--- src/rtl/core/srti_pkg.sv ---
// package: shared constants and types for the stage rate time interpolator
package srti_pkg;

    localparam int MAX_STAGES_DEF      = 16;
    localparam int MAX_BREAKPOINTS_DEF = 16;

    localparam logic [1:0] FUNC_WR_BP   = 2'd0;
    localparam logic [1:0] FUNC_WR_RATE = 2'd1;
    localparam logic [1:0] FUNC_QUERY   = 2'd2;

    localparam logic [2:0] CFG_STAGE_COUNT  = 3'd0;
    localparam logic [2:0] CFG_TOTAL_COUNT  = 3'd1;
    localparam logic [2:0] CFG_BP_COUNT     = 3'd2;
    localparam logic [2:0] CFG_FINAL_RATE   = 3'd3;
    localparam logic [2:0] CFG_PENULT_BONUS = 3'd4;

    localparam int CFG_DATA_W = 32;

    // divider request and response
    typedef struct packed {
        logic        start;
        logic [63:0] numer;
        logic [31:0] denom;
    } t_div_req;

    typedef struct packed {
        logic        done;
        logic [31:0] quot;
    } t_div_rsp;

    // saturating 32-bit add
    function automatic logic [31:0] sat_add(input logic [31:0] a, input logic [31:0] b);
        logic [32:0] s;
        s = {1'b0, a} + {1'b0, b};
        return s[32] ? 32'hFFFF_FFFF : s[31:0];
    endfunction

endpackage

--- src/rtl/core/srti_div.sv ---
// module: restoring divider, one quotient bit per cycle
module srti_div
    import srti_pkg::*;
(
    input  logic     i_clk,
    input  logic     i_rst_n,
    input  t_div_req i_req,
    output t_div_rsp o_rsp
);

    logic [31:0] r_numer;
    logic [32:0] r_rem;
    logic [31:0] r_denom;
    logic [5:0]  r_cnt;
    logic        r_busy;
    logic        r_done;
    logic [33:0] w_trial;
    logic [32:0] w_shift;

    // shift in next numerator bit and try subtracting
    assign w_shift = {r_rem[31:0], r_numer[31]};
    assign w_trial = {1'b0, w_shift} - {2'b0, r_denom};

    always_ff @(posedge i_clk) begin
        if (!i_rst_n) begin
            r_busy <= 1'b0;
            r_done <= 1'b0;
            r_cnt  <= '0;
        end else begin
            r_done <= 1'b0;
            if (i_req.start) begin
                r_busy <= 1'b1;
                r_cnt  <= 6'd32;
            end else if (r_busy) begin
                r_cnt <= r_cnt - 6'd1;
                if (r_cnt == 6'd1) begin
                    r_busy <= 1'b0;
                    r_done <= 1'b1;
                end
            end
        end
    end

    // datapath, quotient collects in the numerator register
    // upper numerator half is below the divisor, so it seeds the remainder
    always_ff @(posedge i_clk) begin
        if (i_req.start) begin
            r_numer <= i_req.numer[31:0];
            r_denom <= i_req.denom;
            r_rem   <= {1'b0, i_req.numer[63:32]};
        end else if (r_busy) begin
            if (!w_trial[33]) begin
                r_rem   <= w_trial[32:0];
                r_numer <= {r_numer[30:0], 1'b1};
            end else begin
                r_rem   <= w_shift;
                r_numer <= {r_numer[30:0], 1'b0};
            end
        end
    end

    assign o_rsp.done = r_done;
    assign o_rsp.quot = r_numer;

endmodule

--- config.mk ---
export PLATFORM = sky130hd
export DESIGN_NAME = srti_div
export DESIGN_NICKNAME = d
export VERILOG_FILES = /design/src/rtl/core/srti_pkg.sv /design/src/rtl/core/srti_div.sv
export SDC_FILE = /design/constraint.sdc
export NUM_CORES = 1
export LEC_CHECK = 0
export ABC_CLOCK_PERIOD_IN_PS = 3350
export BUFFER_PORTS_ARGS = -buffer_cell sky130_fd_sc_hd__buf_4
export CORE_MARGIN = 8
export CORE_UTILIZATION = 30
export DETAILED_ROUTE_END_ITERATION = 10
export GPL_TIMING_DRIVEN = 1
export PLACE_DENSITY = 0.49
export SETUP_SLACK_MARGIN = 0.02
export SYNTH_ARGS = -nofsm -noshare
export SYNTH_HDL_FRONTEND = slang
export SYNTH_SLANG_ARGS = --single-unit
--- constraint.sdc ---
create_clock -name i_clk -period 3.35 [get_ports i_clk]
set_clock_uncertainty 0.2 [all_clocks]
set_input_delay 0.1675 -clock i_clk [delete_from_list [all_inputs] [get_ports i_clk]]
set_output_delay 0.1675 -clock i_clk [all_outputs]
set_load 0.02 [all_outputs]
==> results.toml <==
[worst_setup_path]
crit_path_start_kind = "flop"
crit_buf_inv = 3
endpoint_kind = "flop"
regToRegSetupSlack_ns = 0.11
critPathKind = "flop to flop"
cp_slowest_stage_delay_ns = 0.48
crit_required_ns = 3.28
critical_path.top_delay_family = "compound AO/OA/AOI/OAI gates"
critPathArrivalTime_ns = 3.16
critPathSlowestCell = "a2111oi_4"
r2r_start = "r_numer[31]$_DFFE_PP_"
path_max_fanout = 3
rr_endpoint = "r_rem[22]$_DFFE_PP_"
r2r_cells = 13
worstPathCellList = "inv_2 > ha_4 > inv_1 > fa_2 > a21oi_2 > o211ai_1 > and2_4 > a21bo_1 > a2111oi_4 > buf_4 > o21bai_1 > nor3b_1 > o22a_1"

[pwr]
power_switching_mw = 2.20
clkPwrFrac = 0.204
pwr-share-comb = 0.471
p_per_area_mw_per_mm2 = 624
max-vdd-ir-drop_mv = 0.253
p_int_mw = 3.41
p_seq_frac = 0.324
p_leak_nw = 3.73
p_total_mw = 5.61
switching_share = 0.392

[die]
core_area_mm2 = 0.0209
chipWidth_um = 161
num_io_pins = 132
dieArea_mm2 = 0.0260
die_h_um = 161
rows = 53
initial_core_util = 0.303

[outcome]
outcome = "finished, final reports clean"

[synth]
synthFlopType = "edfxtp_1"
yosysSeqAreaShare = 0.481
synth_edf_count = 96
synth_top_area_frac = 0.456
ys_ff_latch = 104
yosysUniqueCellTypes = 72
syn_area_mm2 = 0.00633
synth_cells = 602
avgSynthCellArea_um2 = 10.5
synthArstFlopShare = 0
yosysWarnings = 0
synth_nets = 736
synth_area_leaders = "edfxtp_1, ha_1, mux2_2"
synth_area_leader_cell = "edfxtp_1"

[global_route]
grt_pass1_vias = 5993
grt_pass1_wl_um = 30200
grt_start_max_net_pins = 47
globalRouteOverflowTotal = 0
antenna_found_initial = 1
grt_usage = 0.142

[cts]
clock_latency_ns = 0.37
cts_buffer_depth = 2
cts-root-buf = "clkbuf_16"
htreeDepth = 3
cts_tree = "done"
clock_sinks = 104
clk_pin_slew_ns = 0.09
numCtsBuffers = 9

[placed_design]
gp_congestion = 0.846
io_buffers = 131
dp_hpwl_um = 12800
dpl_cell_area_mm2 = 0.00766

[sta]
fin_tns_setup_ns = 0
post-route-period-util = 0.966
tightest_slew_ns = 0.636
finalCriticalPeriod_ns = 3.24
maxSlewViolCount = 0
slew_headroom = 0.576
fmax_mhz = 309
setup_violations = 0
hold-worst-slack_ns = 0.0240
hold_viol = 0
rsz0062_at_grt = "true"

[worst_hold_path]
min-delay-start = "i_req[96]"
whs_path_depth = 1
hold_end = "r_denom[5]$_DFFE_PP_"
hold_path_class = "input port to flop"

[detailed_routing]
drt-pass1-iter-count = 4
vias_per_cell = 4.80
drc = 0
drtIter0Drc = 273
wl_um = 17900
wl_per_cell_um = 16.1
antenna_left = 0
num_vias = 5340

[layout]
fin_nets = 966
seqCellArea_mm2 = 0.00304
fillers = 2037
postLayoutCellArea_mm2 = 0.00899
final_util = 0.430
drive_gt1_frac = 0.271
areaGrowthSynthToFinish_pct = 42.1
multi_input_area_mm2 = 0.00304

[flow_run]
drv_cap = 0
[worst max path at each step]
stage	from	cells past startpoint	slack, ns	end
final	r_numer[31]$_DFFE_PP_	13	0.11	r_rem[22]$_DFFE_PP_
after global routing	r_numer[31]$_DFFE_PP_	13	0.006	r_rem[22]$_DFFE_PP_
after CTS	r_numer[31]$_DFFE_PP_	12	0.03	r_rem[30]$_DFFE_PP_
after detailed placement	r_numer[31]$_DFFE_PP_	12	0.02	r_rem[30]$_DFFE_PP_
after global placement	r_numer[31]$_DFFE_PP_	12	0.03	r_rem[30]$_DFFE_PP_
after floorplan	r_numer[31]$_DFFE_PP_	12	0.16	r_rem[30]$_DFFE_PP_
[state kept, by name, indices dropped and copies added (netlist names)]
| name | cells |
|---|---|
| r_busy | 1 |
| r_done | 1 |
| r_numer | 32 |
| r_cnt | 6 |
| r_denom | 32 |
| r_rem | 32 |
[worst register-to-register path: stages (launching register included)]
cell	delay (ns)
edfxtp_1	0.41
inv_2	0.10
ha_4	0.12
inv_1	0.05
fa_2	0.38
a21oi_2	0.15
o211ai_1	0.17
and2_4	0.19
a21bo_1	0.19
a2111oi_4	0.48
buf_4	0.19
o21bai_1	0.06
nor3b_1	0.14
o22a_1	0.16
[cell families (layout without fill, tap and decap cells)]
logic type	Yosys count	after routing	synth area share
and+or+nand+nor	189	189	0.145
AOI/OAI and AO/OA	149	149	0.164
DFF	104	104	0.481
buffers and inverters	67	302	0.0453
muxes	37	37	0.0651
adders and majority gates	35	35	0.0704
xor gates and xnor gates	21	21	0.0291
other	0	1	0
[timing repair]
action / 4_1_cts / 5_1_grt
gates resized for setup: 0 / 8
setup buffers: 0 / 3
hold buffers: 94 / 0
setup endpoints to repair: 1 / 16
endpoints found under the hold margin: 101 / 0
pin swaps: 1 / 10
[layout by cell type, fill, tap and decap left out, types with 6 or more instances in the layout]
cell and n:
dlygate4sd3_1 94, nor2b_1 8, a21o_1 13, buf_4 148, nand3_1 16, mux2_2 33, clkbuf_16 9, dfxtp_1 8
a21oi_1 44, a31oi_1 16, ha_1 33, nor2_1 50, o21ai_0 16, inv_1 42, xnor2_1 15, edfxtp_1 96
nor3_1 13, and3_1 6, o21ai_1 6, nand2_1 57, xor2_1 6
[layout make-up]
cell class,instances,share of cell area
clock buffer,9,0.0251
tap,275,0.0383
clock inverter,7,0.0113
timing repair buffer,243,0.230
inverter,43,0.0180
antenna,1,0.000278
multi-input combinational,431,0.338
sequential,104,0.338
[power groups by stage]
stage | sequential, mW | combinational (mW) | clock [mW]
detailed placement | 1.84 | 2.51 | 0
CTS | 1.82 | 2.62 | 1.18
global placement | 1.84 | 2.50 | 0
finish | 1.82 | 2.65 | 1.15
floorplan | 1.87 | 1.76 | 0
global route | 1.85 | 2.96 | 1.22
[through the flow]
stage | cells | worst slack (ns)
6_report | 1113 | 0.113
5_1_grt | 1113 | 0.00622
4_1_cts | 1109 | 0.0283
3_5_place_dp | 999 | 0.0216
3_3_place_gp | 999 | 0.0309
2_1_floorplan | 602 | 0.161
[cell usage after synthesis (all sizes together) (2+ instances only)]
cell     count
o21ai       25
o2bb2ai      2
mux2i        4
nand2       58
a21oi       46
a21o        13
nand3       16
o211a        2
ha          34
o31ai        4
o2111a       2
or3          5
o21a         4
and4         3
dfxtp        8
a41o         2
nor3b        2
xnor2       15
a211oi       5
nor4         5
clkbuf      13
and2         7
and3         6
a21boi       2
nor3        14
xor2         6
buf         11
nor4b        3
o31a         2
edfxtp      96
o211ai       3
a2bb2oi      3
nand4        4
a31oi       17
or2          2
nand2b       2
nor2b        8
o21bai       5
nor2        52
inv         43
mux2        33
[layer usage]
metal / part of all wire / wire [µm] / vias up / GRT usage
met2: 0.49 / 8710 / 118 / 0.242
met5: 0 / 0 / - / 0
met4: 0.013 / 227 / 0 / 0.0358
li1: - / - / 2684 / -
met3: 0.048 / 868 / 15 / 0.0354
met1: 0.45 / 8120 / 2523 / 0.176
(Power assumes the default switching activity.)
